[config.mk]
export PLATFORM = sky130hd
export DESIGN_NAME = planar_hline_span_writer_core
export DESIGN_NICKNAME = d
export VERILOG_FILES = /design/src/sv/phsw_pkg.sv /design/src/sv/planar_hline_span_writer_core.sv
export SDC_FILE = /design/constraint.sdc
export NUM_CORES = 1
export LEC_CHECK = 0
export BUFFER_PORTS_ARGS = -buffer_cell sky130_fd_sc_hd__clkbuf_2
export CAP_MARGIN = 40
export CORE_ASPECT_RATIO = 1.1
export CORE_UTILIZATION = 45
export CTS_CLUSTER_DIAMETER = 50
export CTS_CLUSTER_SIZE = 8
export DETAILED_ROUTE_END_ITERATION = 12
export GPL_ROUTABILITY_DRIVEN = 0
export PLACE_DENSITY = 0.66
export SYNTH_ARGS = -nofsm -noshare
export SYNTH_HDL_FRONTEND = slang
export SYNTH_SLANG_ARGS = --single-unit
[constraint.sdc]
create_clock -name clk -period 9.57 [get_ports clk]
set_clock_uncertainty 0.2 [all_clocks]
set_input_delay 2.3925 -clock clk [delete_from_list [all_inputs] [get_ports clk]]
set_output_delay 2.3925 -clock clk [all_outputs]
set_load 0.01 [all_outputs]
[src/sv/phsw_pkg.sv]
`timescale 1ns / 1ps
// ----------------------------------------------------------------------------
// Planar span writer package
// Request and result types, register indexes and plane mask tables shared by
// the span writer.
// ----------------------------------------------------------------------------
package phsw_pkg;

	// Span request: one horizontal run of pixels
	typedef struct packed {
		logic [9:0] x_pos;
		logic [7:0] y_pos;
		logic [9:0] span_width;
		logic [7:0] fill_color;
	} phsw_req_t;

	// Write descriptor: one masked burst into video memory
	typedef struct packed {
		logic [15:0] write_address;
		logic [3:0]  plane_mask;
		logic [7:0]  write_data;
		logic [9:0]  byte_count;
		logic        last_write;
	} phsw_wr_t;

	// Configuration port shape
	localparam int unsigned CFG_INDEX_W = 8;
	localparam int unsigned CFG_DATA_W  = 16;

	// Register indexes
	localparam logic [CFG_INDEX_W-1:0] CFG_LINE_WIDTH_BYTES = 8'd0;
	localparam logic [CFG_INDEX_W-1:0] CFG_BUFFER_OFFSET    = 8'd1;

	// Register reset values
	localparam logic [7:0]  LINE_WIDTH_RESET    = 8'd80;
	localparam logic [15:0] BUFFER_OFFSET_RESET = 16'd0;

	// All four planes enabled
	localparam logic [3:0] ALL_PLANES = 4'hF;

	// Planes from the first pixel of the span to the end of its byte
	function automatic logic [3:0] left_edge_mask(input logic [1:0] col);
		logic [3:0] m;
		unique case (col)
			2'd0: m = 4'd15;
			2'd1: m = 4'd14;
			2'd2: m = 4'd12;
			2'd3: m = 4'd8;
			default: m = 4'd15;
		endcase
		return m;
	endfunction

	// Planes from the start of the byte to the last pixel of the span
	function automatic logic [3:0] right_edge_mask(input logic [1:0] col);
		logic [3:0] m;
		unique case (col)
			2'd0: m = 4'd1;
			2'd1: m = 4'd3;
			2'd2: m = 4'd7;
			2'd3: m = 4'd15;
			default: m = 4'd15;
		endcase
		return m;
	endfunction

endpackage

[src/sv/planar_hline_span_writer_core.sv]
`timescale 1ns / 1ps
// ----------------------------------------------------------------------------
// Planar horizontal span writer
// Turns a span request (x, y, width, colour) for a four-plane frame buffer
// into one to three masked write descriptors, none for a dropped span.
// ----------------------------------------------------------------------------
// Usage
//   Request channel: drive request and raise start; the request transfers at
//   the clock edge where start is high and busy is low.
//   Result channel: each write descriptor is on result for one cycle with
//   result_strobe high. The receiver cannot hold results off.
//   Configuration: cfg_valid/cfg_ready write channel, cfg_index selects the
//   line width (index 0) or the buffer offset (index 1); cfg_ready is always
//   high. Write registers only while the block is idle.
// Timing
//   A span passes the input register and the sequencer stage to the result
//   register. It gives one write (within one byte), two (left and right edge)
//   or three (edges plus a full-plane middle burst), one write per cycle from
//   the output sequencer, which takes the next span as it gives the last write
//   of the current one, so one-byte spans stream at one per cycle.
//   Spans of width zero, or on a line at or beyond MAX_LINES, give no write.
// Reset
//   arst_n clears the valid flags, phase and result strobe and loads the
//   register defaults (line width 80, buffer offset 0). No clearing sweep is needed.
// ----------------------------------------------------------------------------
module planar_hline_span_writer_core #(
	parameter int unsigned MAX_LINES = 256
) (
	input  logic                                 clk,
	input  logic                                 arst_n,
	input  logic                                 start,
	output logic                                 busy,
	input  phsw_pkg::phsw_req_t                  request,
	output logic                                 result_strobe,
	output phsw_pkg::phsw_wr_t                   result,
	input  logic                                 cfg_valid,
	output logic                                 cfg_ready,
	input  logic [phsw_pkg::CFG_INDEX_W-1:0]     cfg_index,
	input  logic [phsw_pkg::CFG_DATA_W-1:0]      cfg_data
);
	import phsw_pkg::*;

	typedef enum logic [1:0] {
		PH_SINGLE,
		PH_LEFT,
		PH_MID,
		PH_RIGHT
	} phase_t;

	// Configuration registers
	logic [7:0]  line_width_q;
	logic [15:0] buffer_offset_q;

	// Input stage
	logic        valid_s1;
	phsw_req_t   req_s1;

	// Sequencer stage
	logic        valid_s2;
	phase_t      phase_s2;
	logic [15:0] addr_s2;
	logic [3:0]  lmask_s2;
	logic [3:0]  rmask_s2;
	logic [8:0]  mid_s2;
	logic [7:0]  color_s2;

	// Result register
	logic        result_strobe_q;
	phsw_wr_t    result_q;

	// Stage 1 decode
	logic        drop_s1;
	logic [10:0] end_sum;
	logic [7:0]  first_byte;
	logic [8:0]  end_byte;
	logic [8:0]  mid_count;
	logic [15:0] line_base;
	logic [15:0] start_addr;
	logic        one_byte;

	// Handshake
	logic        last_phase;
	logic        s2_free;
	logic        move_s1;
	logic        load_s2;
	logic        accept;
	phase_t      next_phase;
	phsw_wr_t    cur_wr;

	// Configuration writes
	assign cfg_ready = 1'b1;

	always_ff @(posedge clk or negedge arst_n) begin
		if (!arst_n) begin
			line_width_q    <= LINE_WIDTH_RESET;
			buffer_offset_q <= BUFFER_OFFSET_RESET;
		end else if (cfg_valid && cfg_ready) begin
			if (cfg_index == CFG_LINE_WIDTH_BYTES) begin
				line_width_q <= cfg_data[7:0];
			end else if (cfg_index == CFG_BUFFER_OFFSET) begin
				buffer_offset_q <= cfg_data[15:0];
			end
		end
	end

	// Flow control: stage 1 moves on when the sequencer is empty or finishes this cycle
	assign last_phase = (phase_s2 == PH_SINGLE) || (phase_s2 == PH_RIGHT);
	assign s2_free    = !valid_s2 || last_phase;
	assign move_s1    = valid_s1 && s2_free;
	assign load_s2    = move_s1 && !drop_s1;
	assign busy       = valid_s1 && !s2_free;
	assign accept     = start && !busy;

	// Input register
	always_ff @(posedge clk or negedge arst_n) begin
		if (!arst_n) begin
			valid_s1 <= 1'b0;
		end else if (accept) begin
			valid_s1 <= 1'b1;
		end else if (move_s1) begin
			valid_s1 <= 1'b0;
		end
	end

	always_ff @(posedge clk) begin
		if (accept) begin
			req_s1 <= request;
		end
	end

	// Decode the span: byte range, edge columns and start address
	always_comb begin
		drop_s1    = (req_s1.span_width == 10'd0) || (32'(req_s1.y_pos) >= MAX_LINES);
		end_sum    = 11'({1'b0, req_s1.x_pos} + {1'b0, req_s1.span_width} - 11'd1);
		first_byte = req_s1.x_pos[9:2];
		end_byte   = end_sum[10:2];
		one_byte   = (end_byte == {1'b0, first_byte});
		mid_count  = 9'(end_byte - {1'b0, first_byte} - 9'd1);
		line_base  = {8'd0, req_s1.y_pos} * {8'd0, line_width_q};
		start_addr = 16'(buffer_offset_q + line_base + {8'd0, first_byte});
	end

	// Current write and next phase of the sequencer
	always_comb begin
		cur_wr.write_data = color_s2;
		next_phase        = phase_s2;
		unique case (phase_s2)
			PH_SINGLE: begin
				cur_wr.write_address = addr_s2;
				cur_wr.plane_mask    = lmask_s2 & rmask_s2;
				cur_wr.byte_count    = 10'd1;
				cur_wr.last_write    = 1'b1;
			end
			PH_LEFT: begin
				cur_wr.write_address = addr_s2;
				cur_wr.plane_mask    = lmask_s2;
				cur_wr.byte_count    = 10'd1;
				cur_wr.last_write    = 1'b0;
				next_phase           = (mid_s2 != 9'd0) ? PH_MID : PH_RIGHT;
			end
			PH_MID: begin
				cur_wr.write_address = 16'(addr_s2 + 16'd1);
				cur_wr.plane_mask    = ALL_PLANES;
				cur_wr.byte_count    = {1'b0, mid_s2};
				cur_wr.last_write    = 1'b0;
				next_phase           = PH_RIGHT;
			end
			PH_RIGHT: begin
				cur_wr.write_address = 16'(addr_s2 + 16'd1 + {7'd0, mid_s2});
				cur_wr.plane_mask    = rmask_s2;
				cur_wr.byte_count    = 10'd1;
				cur_wr.last_write    = 1'b1;
			end
			default: begin
				cur_wr.write_address = addr_s2;
				cur_wr.plane_mask    = rmask_s2;
				cur_wr.byte_count    = 10'd1;
				cur_wr.last_write    = 1'b1;
			end
		endcase
	end

	// Sequencer state and registered result
	always_ff @(posedge clk or negedge arst_n) begin
		if (!arst_n) begin
			valid_s2        <= 1'b0;
			phase_s2        <= PH_SINGLE;
			result_strobe_q <= 1'b0;
		end else begin
			result_strobe_q <= valid_s2;
			result_q        <= cur_wr;
			if (s2_free) begin
				valid_s2 <= load_s2;
				if (load_s2) begin
					phase_s2 <= one_byte ? PH_SINGLE : PH_LEFT;
					addr_s2  <= start_addr;
					lmask_s2 <= left_edge_mask(req_s1.x_pos[1:0]);
					rmask_s2 <= right_edge_mask(end_sum[1:0]);
					mid_s2   <= mid_count;
					color_s2 <= req_s1.fill_color;
				end
			end else begin
				phase_s2 <= next_phase;
			end
		end
	end

	assign result_strobe = result_strobe_q;
	assign result        = result_q;

	// A span's writes leave in consecutive cycles
	assert property (@(posedge clk) disable iff (!arst_n)
		result_strobe && !result.last_write |=> result_strobe)
		else $error("span writes not contiguous");

	// Partial-plane writes always cover a single byte
	assert property (@(posedge clk) disable iff (!arst_n)
		result_strobe && (result.plane_mask != ALL_PLANES) |-> result.byte_count == 10'd1)
		else $error("edge write with byte count above one");

	// No write is ever empty
	assert property (@(posedge clk) disable iff (!arst_n)
		result_strobe |-> (result.byte_count != 10'd0) && (result.plane_mask != 4'd0))
		else $error("empty write descriptor");

	// Busy only while a request waits behind an unfinished span
	assert property (@(posedge clk) disable iff (!arst_n)
		busy |-> valid_s1 && valid_s2 && !last_phase)
		else $error("busy without a pending span");

endmodule

## Word-level counts from Yosys, hierarchy flattened

Index checks and enable logic that the tools add are counted.

- Multiplexer cells: 11
- Reduce and logical (&&, ||, !) cells: 23
- Bitwise logic cells: 2
- Equality and inequality tests: 12
- Multiply operators: 1
- Add/subtract/negate cells: 8

Operators by type and width:

| kind | count |
|---|---|
| case mux 20 bit (4 select lines) | 1 |
| case mux 11 bit (3 select lines) | 1 |
| case mux 4 bit (4 select lines) | 2 |
| adder 16 x 1 -> 16 bit, second input constant | 1 |
| adder 16 bit | 1 |
| adder 16 x 8 -> 16 bit | 1 |
| adder 16 x 9 -> 16 bit | 1 |
| multiplier 8 x 8 -> 16 bit | 1 |
| == test 2 bit, second input constant | 6 |
| adder 10 x 10 -> 11 bit | 1 |
| subtractor 11 x 1 -> 11 bit, second input constant | 1 |
| zero test 10 bit | 1 |
| == test 9 x 8 -> 1 bit | 1 |
| nonzero test 9 bit | 1 |
| subtractor 9 x 1 -> 9 bit, second input constant | 1 |
| subtractor 9 x 8 -> 9 bit | 1 |
| == test 8 x 1 -> 1 bit, second input constant | 1 |
| zero test 8 bit | 1 |
| == test 2 x 1 -> 1 bit, second input constant | 3 |
| zero test 2 bit | 3 |
| AND reduction 3 bit | 2 |
| bitwise AND 4 bit | 1 |
| logical AND 1 bit | 4 |
| zero test 1 bit | 4 |
| 10 further kinds | 16 |

- Logic and storage cells: 77
- Input bits: 64
- Register bits after elaboration: 145

## Logic depth before layout (Yosys ltp)

Gate-level depths: netlist of the first run.

- Depth in word-level cells: 8
- Mapped depth: 20

## Worst setup path before layout of the first run

Ideal clock, no wire load.

- Path type: register to register
- From: register line_width_q[1]
- To: register addr_s2[14], data pin
- Data arrival time: 4.911 ns
- Stages on the path, launching flop included: 20
- Required time: 9.235 ns
- Library setup time: 0.135 ns
- Period minus slack after synthesis: 5.246 ns
- Path buffers: 1
- Setup slack: 4.324 ns
- Cell sequence: dfrtp_1 -> clkbuf_1 -> nand2_1 -> fa_1 -> inv_1 -> fa_1 -> inv_1 -> fa_1 -> inv_1 -> fa_1 -> inv_1 -> fa_1 -> inv_1 -> ha_1 -> or2_2 -> o311a_1 -> a21boi_0 -> a21oi_1 -> or4_1 -> nand3_1

- Longest elaborated chain between the ends: 3

RTL lines:

| what | RTL line | RTL |
|---|---|---|
| start: declaration | planar_hline_span_writer_core.sv:51 | `logic [7:0] line_width_q;` |
| start signal: assignment | planar_hline_span_writer_core.sv:99 | `line_width_q <= cfg_data[7:0];` |
| multiplier 8 x 8 -> 16 bit | planar_hline_span_writer_core.sv:139 | `line_base = {8'd0, req_s1.y_pos} * {8'd0, line_width_q};` |
| adder 16 bit | planar_hline_span_writer_core.sv:140 | `start_addr = 16'(buffer_offset_q + line_base + {8'd0, first_byte});` |
| adder 16 x 8 -> 16 bit | planar_hline_span_writer_core.sv:140 |  |
| via start_addr[14] | planar_hline_span_writer_core.sv:78 | `logic [15:0] start_addr;` |
| end signal: assignment | planar_hline_span_writer_core.sv:196 | `addr_s2 <= start_addr;` |
| end: declaration | planar_hline_span_writer_core.sv:61 | `logic [15:0] addr_s2;` |

The timed path passes the listed nets, and every way through them passes these cells.
A chain may end at the register's enable or synchronous reset.

## Worst setup path in the final report of the first run

- From: register req_s1[19] in the netlist's numbering
- To: register addr_s2[14], data pin

- Longest elaborated chain between the ends: 3

RTL lines:

| what | RTL line | RTL |
|---|---|---|
| start: declaration | planar_hline_span_writer_core.sv:56 | `phsw_req_t req_s1;` |
| start signal: assignment | planar_hline_span_writer_core.sv:127 | `req_s1 <= request;` |
| multiplier 8 x 8 -> 16 bit | planar_hline_span_writer_core.sv:139 |  |
| adder 16 bit | planar_hline_span_writer_core.sv:140 |  |
| adder 16 x 8 -> 16 bit | planar_hline_span_writer_core.sv:140 |  |
| via start_addr[14] | planar_hline_span_writer_core.sv:78 |  |

The timed path passes the listed nets, and every way through them passes these cells.

==> results of run 1 <==
-- cell type report --
type                            instances  area (sq um)
Fill cell                            1861          9802
Tap cell                              285         356.6
Inverter                              140         525.5
Clock inverter                         15         131.4
Clock buffer                           17         425.4
Multi-Input combinational cell        556          4918
Sequential cell                       142          4121
Timing Repair Buffer                  107         570.5
-- worst paths after layout --
| kind | slack, ns | cells after the start | to |
|---|---|---|---|
| worst max register to register | 4.05 | 17 | addr_s2[14]$_DFFE_PP_ |
| max in group asynchronous | 6.77 | 3 | result_strobe$_DFF_PN0_ |
| worst min register to register | 0.22 | 0 | color_s2[6]$_DFFE_PP_ |
| worst max-delay path | 4.05 | 17 | addr_s2[14]$_DFFE_PP_ |
| worst min-delay path | 0.22 | 0 | color_s2[6]$_DFFE_PP_ |
| min in group asynchronous | 1.89 | 2 | buffer_offset_q[0]$_DFFE_PN0P_ |
-- cell usage after synthesis, types with 3 or more instances --
| library cell | count | area share |
|---|---|---|
| a211oi_1 | 7 | 0.0054 |
| a21o_1 | 13 | 0.010 |
| a21oi_1 | 34 | 0.018 |
| a221o_1 | 3 | 0.0031 |
| a22oi_1 | 6 | 0.0047 |
| and2_1 | 49 | 0.032 |
| buf_4 | 4 | 0.0031 |
| buf_6 | 5 | 0.0058 |
| clkbuf_1 | 6 | 0.0023 |
| dfrtp_1 | 27 | 0.070 |
| edfxtp_1 | 113 | 0.35 |
| fa_1 | 58 | 0.12 |
| ha_1 | 88 | 0.11 |
| inv_1 | 140 | 0.054 |
| mux2_2 | 25 | 0.029 |
| nand2_1 | 53 | 0.021 |
| nand2b_1 | 9 | 0.0058 |
| nand3_1 | 18 | 0.0093 |
| nand4_1 | 8 | 0.0052 |
| nor2_1 | 29 | 0.011 |
| nor2b_1 | 7 | 0.0045 |
| nor3_1 | 5 | 0.0026 |
| nor4_1 | 6 | 0.0039 |
| o211ai_1 | 3 | 0.0023 |
| o21a_1 | 7 | 0.0054 |
| o21ai_0 | 26 | 0.013 |
| o21bai_1 | 5 | 0.0039 |
| o221ai_1 | 3 | 0.0027 |
| o22ai_1 | 5 | 0.0032 |
| o31ai_1 | 3 | 0.0023 |
| or2_2 | 4 | 0.0026 |
| xnor2_1 | 25 | 0.023 |
| xor2_1 | 23 | 0.021 |
-- per-layer routing --
layer  wire length (um)  part of all wire
met5                  0                 0
met4                243             0.014
met3                506             0.029
met2               8443              0.48
met1               8315              0.47
-- through the flow --
| step | setup slack (ns) | area (sq um) | hold WS (ns) | power, mW | cells |
|---|---|---|---|---|---|
| after floorplan | 4.324 | 9676 | 0.1749 | 1.992 | 855 |
| after global placement | 4.191 | 10450 | 0.2005 | 2.261 | 1228 |
| after detailed placement | 4.058 | 10490 | 0.2045 | 2.299 | 1230 |
| after CTS | 4.045 | 11050 | 0.2192 | 2.926 | 1262 |
| after global routing | 3.761 | 11050 | 0.2111 | 3.139 | 1262 |
| final | 4.046 | 11050 | 0.2180 | 2.903 | 1262 |
-- worst register-to-register path, stage by stage (launching register included) --
cell and delay [ns]:
edfxtp_1 0.50, and2_1 0.23, fa_1 0.45, fa_1 0.55, inv_1 0.06, fa_1 0.47, inv_1 0.05, fa_1 0.53
inv_1 0.05, fa_1 0.49, inv_1 0.04, ha_1 0.21, or2_2 0.29, o311a_1 0.34, a21boi_0 0.26, a21oi_1 0.15
or4_1 0.41, nand3_1 0.09
-- power by group through the flow --
stage	clock [mW]	combinational [mW]	sequential, mW
4_1_cts	0.631	1.25	1.04
5_1_grt	0.660	1.42	1.06
6_report	0.615	1.25	1.04
3_5_place_dp	0	1.25	1.05
3_3_place_gp	0	1.21	1.05
2_1_floorplan	0	0.953	1.04
-- state kept, by name, summed over array words and instances, names as in the netlist --
register,flops
result,38
req_s1,28
addr_s2,16
buffer_offset_q,16
mid_s2,9
color_s2,8
first_byte,8
line_width_q,8
lmask_s2,3
rmask_s2,3
phase_s2,2
result_strobe,1
valid_s1,1
valid_s2,1
-- layout by cell type (no fill, tap or decap), types with 3 or more instances in the layout --
master     instances
xor2_1            23
o21bai_1           5
nand4_1            8
edfxtp_1         113
clkinv_4           4
nor3_1             5
inv_6              5
xnor2_1           25
nor4_1             6
a221o_1            3
ha_1              88
a21o_1            13
nand2b_1           9
clkbuf_16         17
a211oi_1           7
nor2b_1            7
a21oi_1           34
or2_2              4
o31ai_1            3
nand3_1           18
o211ai_1           3
mux2_2            25
o21ai_0           26
inv_1            140
clkbuf_2         102
o21a_1             7
dfrtp_1           27
nor2_1            28
nand2_1           53
fa_1              58
o221ai_1           3
a22oi_1            6
o22ai_1            5
and2_1            49
-- cells by family after synthesis --
group / synth area share
and+or+nand+nor: 0.1128
buffers and inverters: 0.06647
adders and majority gates: 0.2338
DFF: 0.4260
AOI/OAI and AO/OA: 0.08768
xor gates and xnor gates: 0.04345
muxes: 0.02910
other: 0.0007762
==> results summary, run 1 <==
The peak ir drop on the vdd network is 0.0001403 V. The kind of start point of the critical path is a flop. The number of nets handed over by synthesis was 1065.

The number of maximum-capacitance violations is 0. The post-detailed-placement half-perimeter wirelength is 13910 um. The worst hold path begins at req_s1[6]$_DFFE_PP_. The total power divided by cell area came out at 262.7 nW/um^2.

Counting along the longest clock path gives a buffer depth of 2. In this run the horizontal extent of the chip is 141.8 um. The leakage power total came out at 5.191 nW. The area growth from synthesis to final layout is 14.20%. Post-CTS repair changed the size of 0 cells. The internal power contribution came out at 1.802 mW. The data arrival time at the worst-slack endpoint came out at 5.61 ns.

Across every metal layer, demand over resource in global routing totals 0.1713. The via count of the first global-routing pass came to 6184. The routed via count came out at 6219.

For the pin with the worst max-slew slack, the measured transition is 0.8463 ns. Walking the worst path, the cells encountered are and2_1, fa_1, fa_1, inv_1, fa_1, inv_1, fa_1, inv_1, fa_1, inv_1, ha_1, or2_2, o311a_1, a21boi_0, a21oi_1, or4_1, nand3_1. Dividing the final minimum period by the clock period gives 0.5772. The worst reg2reg path startpoint is req_s1[19]$_DFFE_PP_. The number of buffers inserted for hold repair after clock tree synthesis is 0. The count of cell types in the netlist came out at 64. The count of synthesis-stage warnings from yosys came out at 0.

For this run, the leading register cell type out of synthesis is edfxtp_1. The placeable core region is 20850 sq um. The share of synthesized area occupied by flip-flops and latches came out at 0.4260. The count of H-tree levels built during CTS came out at 4. The class of the worst hold path is reg -> reg. Post-CTS timing repair inserted 0 buffers for setup. The delay contributed by the slowest stage of the critical path is 0.55 ns. The overall die area came out at 22090 sq um. The total of endpoints with negative setup slack in the final report is 0. Counting flops with a built-in enable in the synthesized netlist gives 113. The synthesized area divided by synthesized cell count came out at 11.32 sq um. For this configuration, the core starts out at a cell density of 0.4640.

The met3 capacity usage during global routing came out at 0.03407. The first global-routing pass estimated 29500 um of wire. The worst endpoint required time came out at 9.65 ns. For this block, the routed nets add up to 17510 um of wire.

Timing would allow up to 0.1810 GHz. The max-slew headroom at the worst pin is 0.4314. After technology mapping, the gate count stands at 855. The worst setup path is captured at a flop.

The relative contribution of combinational cells to total power is 0.430. The number of diodes is 0. The number of slew-limit violations in the final report is 0.

Of the cells placed in the final design, the portion with a size suffix greater than 1 is 0.1832. In the final design database the tool counted 1174 nets. The number of hold violations in the final report came out at 0.

Before antenna repair, the detailed router went through 4 iterations. In this run, synthesis produced a sequential element count of 142. The clock-pin slew reported for the worst setup and hold paths after clock tree synthesis is 0.07 ns.

Entering global routing, the biggest net connects 37 pins. The flow ran to the end, and the final reports show no timing, DRC or antenna violations. The residual antenna-violating net count after detailed routing came out at 0. Of the total power, the share spent switching nets is 0.3793. The routing usage on met1 came out at 0.2216. The share of flip-flops with an asynchronous set or reset after synthesis came out at 0.2042.

The met2 layer usage reported by global route is 0.2859. The critical path contains buffers and inverters numbering 4 combined. In this run the cell area of the synthesized design comes to 9676 sq um. The later pin in the worst-skew pair is clocked with a latency of 0.42 ns. The share of total power dissipated in sequential elements is 0.358. Of the total power, the clock network draws 0.212. The critical path is of the reg -> reg type. The routing layer with the top usage in global route is met2. The beginning of the critical path is req_s1[19]$_DFFE_PP_. In this run the worst path has a maximum fanout of 8. Measured on the finished design, the core utilization comes to 0.5299. For this design the total switching power over the nets is 1.101 mW. Among cell families on the critical path, the largest total delay comes from adder cells. After global routing the overflow that remains totals 0. The CTS tree is built. In this run, the number of DRC markers left after iteration 0 of detailed routing was 266. The die height is 155.8 um. The cell seen most often among critical-path stages is fa_1.

The residual DRC count is 0. The I/O pin total is 106. The post-detailed-route via-to-cell ratio came out at 4.928. The number of placement rows came out at 55. Clock tree synthesis selected as its root buffer the cell clkbuf_16.

The number of antenna violations at the first check in global routing came out at 0. Setup repair after global routing left no endpoint under its margin. The largest individual stage delay along the critical path comes from the cell fa_1.

In this run, CTS created clock tree buffers numbering 17. The detailed-route wire length per cell is 13.87 um. The final sum of negative setup slack came out at 0 ns. For this design, the sink count on the clock tree is 142. The final period demand of the worst path is 5.524 ns. The number of port buffers is 103.
Note: power is estimated with default switching activity, not from simulation.
==> run 2: changes to the inputs <==
Settings changed: ABC_AREA set to 1, PLACE_DENSITY 0.66 to 0.68.
Clock period 9.57 ns to 4.8 ns, I/O delays scaled along.
==> results summary, run 2 <==
The run finished with clean final reports. The slack of the critical path came out at 0.1232 ns. The final period utilization came out at 0.9743. The number of cells on the worst reg-to-reg path came out at 19. The beginning of the worst hold path is valid_s2$_DFFE_PN0N_.

The area of the multi-input gates is 5041 sq um. The share of flip-flops with an asynchronous set or reset after synthesis came out at 0.2042. The wire-length estimate of the detail-placed layout is 14960 um. The total power divided by cell area is 524.0 nW/um^2.

The worst hold path terminates at result_strobe$_DFF_PN0_. The number of maximum-capacitance violations is 0. The net count of the mapped netlist came out at 1246. The share of synthesized area in the top cell type comes to 0.3427.

The number of diodes came out at 0. The source-to-sink clock delay at the later pin of the worst-skew pair is 0.42 ns. The path class of the tightest hold or removal check is reg -> reg.

The synthesized area is 9901 sq um. The post-placement worst setup slack is -0.06962 ns. The pin slew with the least headroom to its limit is 0.6752 ns. The internal power contribution is 3.755 mW. The number of nets in the final layout came out at 1383.

The worst setup path is captured at a flop. Measured along the x axis, the die boundary spans 143.4 um. CTS built an H-tree with a depth of 4. The total power is 6.208 mW.

The library cell with the highest instance count after synthesis is inv_1. The initial core utilization came out at 0.4618. The share of synthesized area occupied by flip-flops and latches came out at 0.4163. The I/O pin total came out at 106. The final period demand of the worst path came out at 4.677 ns. The residual antenna-violating net count after detailed routing is 0. The detailed-route wire length per cell came out at 12.96 um. The tree is rooted in a clkbuf_16. The register cell area after layout came out at 4123 sq um.

Each instance of the synthesized netlist takes up on average 9.557 sq um. The max-slew headroom at the worst pin came out at 0.5482. Compared with the post-synthesis result, the final layout area differs by 19.66%. The die is 157.6 um tall. The via count of the first global-routing pass came out at 7102. The peak ir drop on the vdd network came out at 0.0002973 V. Summed over all nets, the switching power comes to 2.453 mW. STA classifies the critical path startpoint as a flop.

The final route contains 7037 vias. The power share of the sequential group came out at 0.328. The CTS tree is built.

Counting every instance in the synthesized netlist gives 1036. The largest net degree at the start of global routing is 44. The number of fill cells is 1944. For this run, the leading register cell type out of synthesis is edfxtp_1. The wire length reported by the detailed router is 19130 um. The worst hold path depth came out at 0.

The number of hold violations in the final report came to 0. The critical path is of the reg -> reg type. The first-pass iteration count of the detailed router came out at 4.

The number of port buffers came out at 103. The count of cell types in the netlist is 50. The number of slew-limit violations in the final report is 0. The flip-flop count of the largest register, all copies and words added came out at 38. The tree built by TritonCTS fans out to 142 sinks. Clock-pin slew was measured on the worst setup and hold paths at 0.07 ns. The number of DRC markers after the initial detailed-route iteration came out at 295. The data arrival time at the worst-slack endpoint is 4.65 ns. The number of antenna violations at the first check in global routing is 0.

The number of enable-type register cells in the synthesized netlist came out at 113. The relative contribution of combinational cells to total power came out at 0.457. Setup slack on the worst reg-to-reg path comes out at 0.12 ns. By count the netlist is led by inv_1, nand2_1, edfxtp_1. The aggregate global routing overflow is 0. Leaving out fill and tap cells, the most frequent cell in the layout is inv_1.

The number of placement rows is 56. The worst register-to-register path begins at line_width_q[1]$_DFFE_PN0P_. The post-detailed-route via-to-cell ratio came out at 4.768. The post-synthesis register bit count came out at 142. The die covers 22600 sq um. Timing would allow up to 0.2138 GHz. The number of clock buffers added by TritonCTS is 17.

The combined global-route utilization of all metal layers is 0.1806. The net switching fraction of the power is 0.3952. By area the synthesized netlist is led by edfxtp_1, fa_1, ha_1, inv_1, nand2_1. The residual DRC count is 0.

The capturing point of the worst reg2reg path is addr_s2[11]$_DFFE_PP_. Of all cell types, the one taking the most synthesized area is edfxtp_1. The total of endpoints with negative setup slack in the final report came out at 0.

The share of final-layout standard cells stronger than drive strength 1 came out at 0.2116. The placeable core region came out at 21440 sq um. The wire length of the first global-routing pass is 31850 um. The number of buffers between clock root and the deepest sink is 2. The critical-path maximum fanout came out at 3.

The leakage power total came out at 6.022 nW. Of the total power, the clock network draws 0.215. For the worst setup path, the data required time is 4.77 ns. The count of synthesis-stage warnings from yosys came out at 0.

Leaving out fill and tap cells, the most frequent cells in the layout are inv_1, nand2_1, edfxtp_1.
[run 2: layout make-up]
type,count,area share
Clock buffer,18,0.03622
Clock inverter,14,0.01447
Timing Repair Buffer,142,0.07160
Multi-Input combinational cell,639,0.4255
Inverter,231,0.07361
Sequential cell,142,0.3480
Tap cell,290,0.03063
[run 2: repair_timing]
item                       in CTS  in global routing
buffers inserted                6                  2
hold buffers                    0                  0
setup endpoints to repair       4                  9
pin swaps                       0                 38
resized for setup               4                 47
[run 2: worst max path at each step]
| stage | start | to |
|---|---|---|
| finish | line_width_q[1]$_DFFE_PN0P_ | addr_s2[11]$_DFFE_PP_ |
| global route | line_width_q[4]$_DFFE_PN1P_ | addr_s2[11]$_DFFE_PP_ |
| CTS | req_s1[19]$_DFFE_PP_ | addr_s2[11]$_DFFE_PP_ |
| detailed placement | req_s1[20]$_DFFE_PP_ | addr_s2[14]$_DFFE_PP_ |
| global placement | line_width_q[4]$_DFFE_PN1P_ | addr_s2[12]$_DFFE_PP_ |
| floorplan | line_width_q[6]$_DFFE_PN1P_ | addr_s2[14]$_DFFE_PP_ |
[run 2: cells by family after synthesis]
group,count (synthesis),synth area share
xor gates and xnor gates,37,0.03273
and+or+nand+nor,340,0.1514
other,2,0.0007585
DFF,142,0.4163
AOI/OAI and AO/OA,106,0.06306
buffers and inverters,255,0.09819
muxes,8,0.009099
adders and majority gates,146,0.2285
[run 2: critical path: stages, from the launching register on]
cell	delay (ns)
dfrtp_1	0.40
nand2_2	0.07
fa_1	0.50
inv_1	0.05
fa_1	0.51
inv_1	0.06
fa_1	0.49
inv_2	0.04
fa_1	0.49
inv_2	0.04
fa_1	0.50
inv_1	0.07
ha_4	0.31
buf_6	0.11
nand2_1	0.07
nor2_2	0.13
a21o_1	0.16
nand3_1	0.08
nand2_1	0.08
xor2_1	0.06
[run 2: through the flow]
| step | hold WS (ns) | utilization | cells | setup TNS, ns | area [sq um] |
|---|---|---|---|---|---|
| after CTS | 0.1927 | 0.5421 | 1474 | 0 | 11620 |
| after floorplan | 0.1540 | - | 1036 | -0.01792 | 9910 |
| after global routing | 0.2052 | 0.5526 | 1476 | -0.1088 | 11850 |
| final | 0.1896 | 0.5526 | 1476 | 0 | 11850 |
| after detailed placement | 0.1821 | 0.5106 | 1436 | -0.1634 | 10950 |
| after global placement | 0.1880 | 0.5082 | 1433 | 0 | 10900 |
[run 2: power groups by stage]
stage | registers, mW | clock network, mW | logic, mW
4_1_cts | 2.04 | 1.36 | 2.71
3_3_place_gp | 2.06 | 0 | 2.59
6_report | 2.04 | 1.34 | 2.84
5_1_grt | 2.07 | 1.41 | 3.23
2_1_floorplan | 2.06 | 0 | 1.93
3_5_place_dp | 2.07 | 0 | 2.66
[run 2: layer usage]
layer | vias up | routed length, um | GRT usage
li1 | 3580 | - | -
met1 | 3226 | 8465 | 0.2192
met2 | 192 | 9465 | 0.3139
met3 | 39 | 748 | 0.03509
met4 | 0 | 447 | 0.07345
met5 | - | 0 | 0
==> run 3: changes to the inputs <==
Settings changed: ABC_AREA 1 to unset.
==> results summary, run 3 (synthesis results as in run 1) <==
For the worst setup path, the data arrival time is 5.05 ns. The placeable core region is 20850 sq um. The clock-pin slew reported for the worst setup and hold paths after clock tree synthesis came out at 0.07 ns. The top achievable clock speed is 0.2019 GHz.

The share of final-layout standard cells stronger than drive strength 1 came out at 0.2447. The leakage power total is 5.482 nW. The wire length of the first global-routing pass is 30680 um. The final period demand of the worst path came out at 4.954 ns. The register with the most flip-flops in the layout has 38 of them. Measured against its own limit, the worst slew margin works out to 0.4457. The cell area after layout is 11600 sq um. For this design, the slowest cell found on the critical path is fa_1.

The tree is rooted in a clkbuf_16. The initial core utilization came out at 0.4640. The number of diodes is 0. For this run, the total global-route usage over all layers was measured as 0.1766. The number of antenna violations at the first check in global routing came out at 0. The number of nets in the final layout is 1227. The pin slew with the least headroom to its limit is 0.8291 ns.

The class of the most critical setup path is reg -> reg. The worst endpoint required time came out at 4.89 ns. The number of DRC markers after the initial detailed-route iteration came out at 238.

The number of port buffers is 103. The wire length reported by the detailed router came out at 18000 um. The number of clock buffers added by TritonCTS is 17. The H-tree generated during clock tree synthesis spans 4 levels. The critical-path maximum fanout came out at 5. The path class of the tightest hold or removal check is reg -> reg. TritonCTS built the clock tree.

The I/O pin total came out at 106. The via count of the first global-routing pass is 6586. The number of buffers between clock root and the deepest sink came out at 2. The library cells used most frequently in the layout, excluding fill and tap cells, are inv_1, edfxtp_1, clkbuf_2. Across the run, the number of max-cap violations was 0. The leading cell type in the layout, fill and taps excluded is inv_1. The run finished, with violations left. For the final routed database, the setup TNS stands at -0.4257 ns. The aggregate global routing overflow is 0.

The signal on the critical path passes through buf_4, buf_4, and2_1, fa_1, ha_1, ha_1, inv_1, fa_1, inv_1, fa_1, ha_4, a211oi_1, nor2_1, o311a_1, a21boi_2, a21oi_2, or4_1, nand3_1. The residual DRC count came out at 0. The area growth from synthesis to layout is 19.89%.

The die height came out at 155.8 um. The initialized floorplan defines 55 standard-cell rows. The detailed-route wire length per cell is 13.69 um. In this run the power density over the cells is 518.9 nW/um^2.

The source-to-sink clock delay at the later pin of the worst-skew pair is 0.43 ns. The worst setup path is captured at a flop. The peak ir drop on the vdd network came out at 0.0002810 V. From left edge to right edge, the die measures 141.8 um. The post-detailed-route via-to-cell ratio is 4.938. The final reports fail on setup timing. Once routing completed, OpenROAD measured the worst setup slack at -0.1541 ns. The number of hold violations in the final report is 0. The cell area after placement came out at 10870 sq um. The delay contributed by the slowest stage of the critical path is 0.53 ns. The number of slew-limit violations in the final report was 0. The post-detailed-placement half-perimeter wirelength came out at 14150 um. The routed via count came out at 6493. Setup repair after global routing could not meet its margin everywhere. Entering global routing, the biggest net connects 37 pins. In this run the remaining antenna-violating nets after routing total 0. The clock sink count came out at 142. The first-pass iteration count of the detailed router came out at 4. Before CTS, the worst setup slack after placement is -0.2751 ns. The most numerous cell type found on the critical path is fa_1. Setup violations remaining at the end of the flow were counted as 5. STA classifies the critical path startpoint as a flop. The final period utilization is 1.032.

The overall die area came out at 22090 sq um.
run 3: worst max-delay path, delay by kind of cell, from the launching register on:
kind	cells	cell delay, ns
compound gates	4	0.86
buf+inv	4	0.37
simple gates	4	0.73
fa+ha+maj	6	2.20
flops	1	0.44
run 3: routing by layer:
| metal | vias up | routed length, um | track usage |
|---|---|---|---|
| met5 | - | 0 | 0 |
| met4 | 0 | 307 | 0.06452 |
| met3 | 23 | 584 | 0.03008 |
| met2 | 127 | 8752 | 0.3045 |
| met1 | 3091 | 8356 | 0.2225 |
| li1 | 3252 | - | - |
run 3: timing repair:
item,4_1_cts,5_1_grt
gates cloned,0,0
buffers inserted,8,1
endpoints found under the hold margin,0,0
gates resized for setup,13,2
pin swaps,24,5
endpoints found under the setup margin,6,7
hold buffers,0,0
run 3: report_power, final:
part | total (mW) | switching [mW] | internal [mW]
registers | 2.06 | 0.213 | 1.85
logic | 2.67 | 1.47 | 1.20
clock network | 1.29 | 0.560 | 0.731
total | 6.02 | 2.25 | 3.77
run 3: worst paths after layout:
path,cells past startpoint,slack (ns),end,from
setup reg to reg,18,-0.15,addr_s2[14]$_DFFE_PP_,line_width_q[1]$_DFFE_PN0P_
min in group asynchronous,2,0.67,buffer_offset_q[1]$_DFFE_PN0P_,arst_n
setup / recovery,18,-0.15,addr_s2[14]$_DFFE_PP_,line_width_q[1]$_DFFE_PN0P_
max in group asynchronous,3,3.19,phase_s2[0]$_DFFE_PN0P_,arst_n
hold reg to reg,0,0.22,result[13]$_DFFE_PP_,color_s2[2]$_DFFE_PP_
hold / removal,0,0.22,result[13]$_DFFE_PP_,color_s2[2]$_DFFE_PP_
run 3: metrics by stage:
| stage | total power, mW | cells | utilization | hold WS, ns |
|---|---|---|---|---|
| floorplan | 3.986 | 855 | - | 0.1749 |
| global placement | 4.619 | 1272 | 0.5191 | 0.2004 |
| detailed placement | 4.700 | 1274 | 0.5213 | 0.2045 |
| CTS | 6.061 | 1314 | 0.5556 | 0.2203 |
| global route | 6.498 | 1315 | 0.5563 | 0.2259 |
| finish | 6.019 | 1315 | 0.5563 | 0.2191 |
run 3: cell type report:
class / count / area, sq um
Clock buffer: 17 / 425.4
Inverter: 140 / 525.5
Multi-Input combinational cell: 556 / 5036
Fill cell: 1800 / 9251
Clock inverter: 15 / 150.1
Sequential cell: 142 / 4123
Timing Repair Buffer: 160 / 983.4
Tap cell: 285 / 356.6
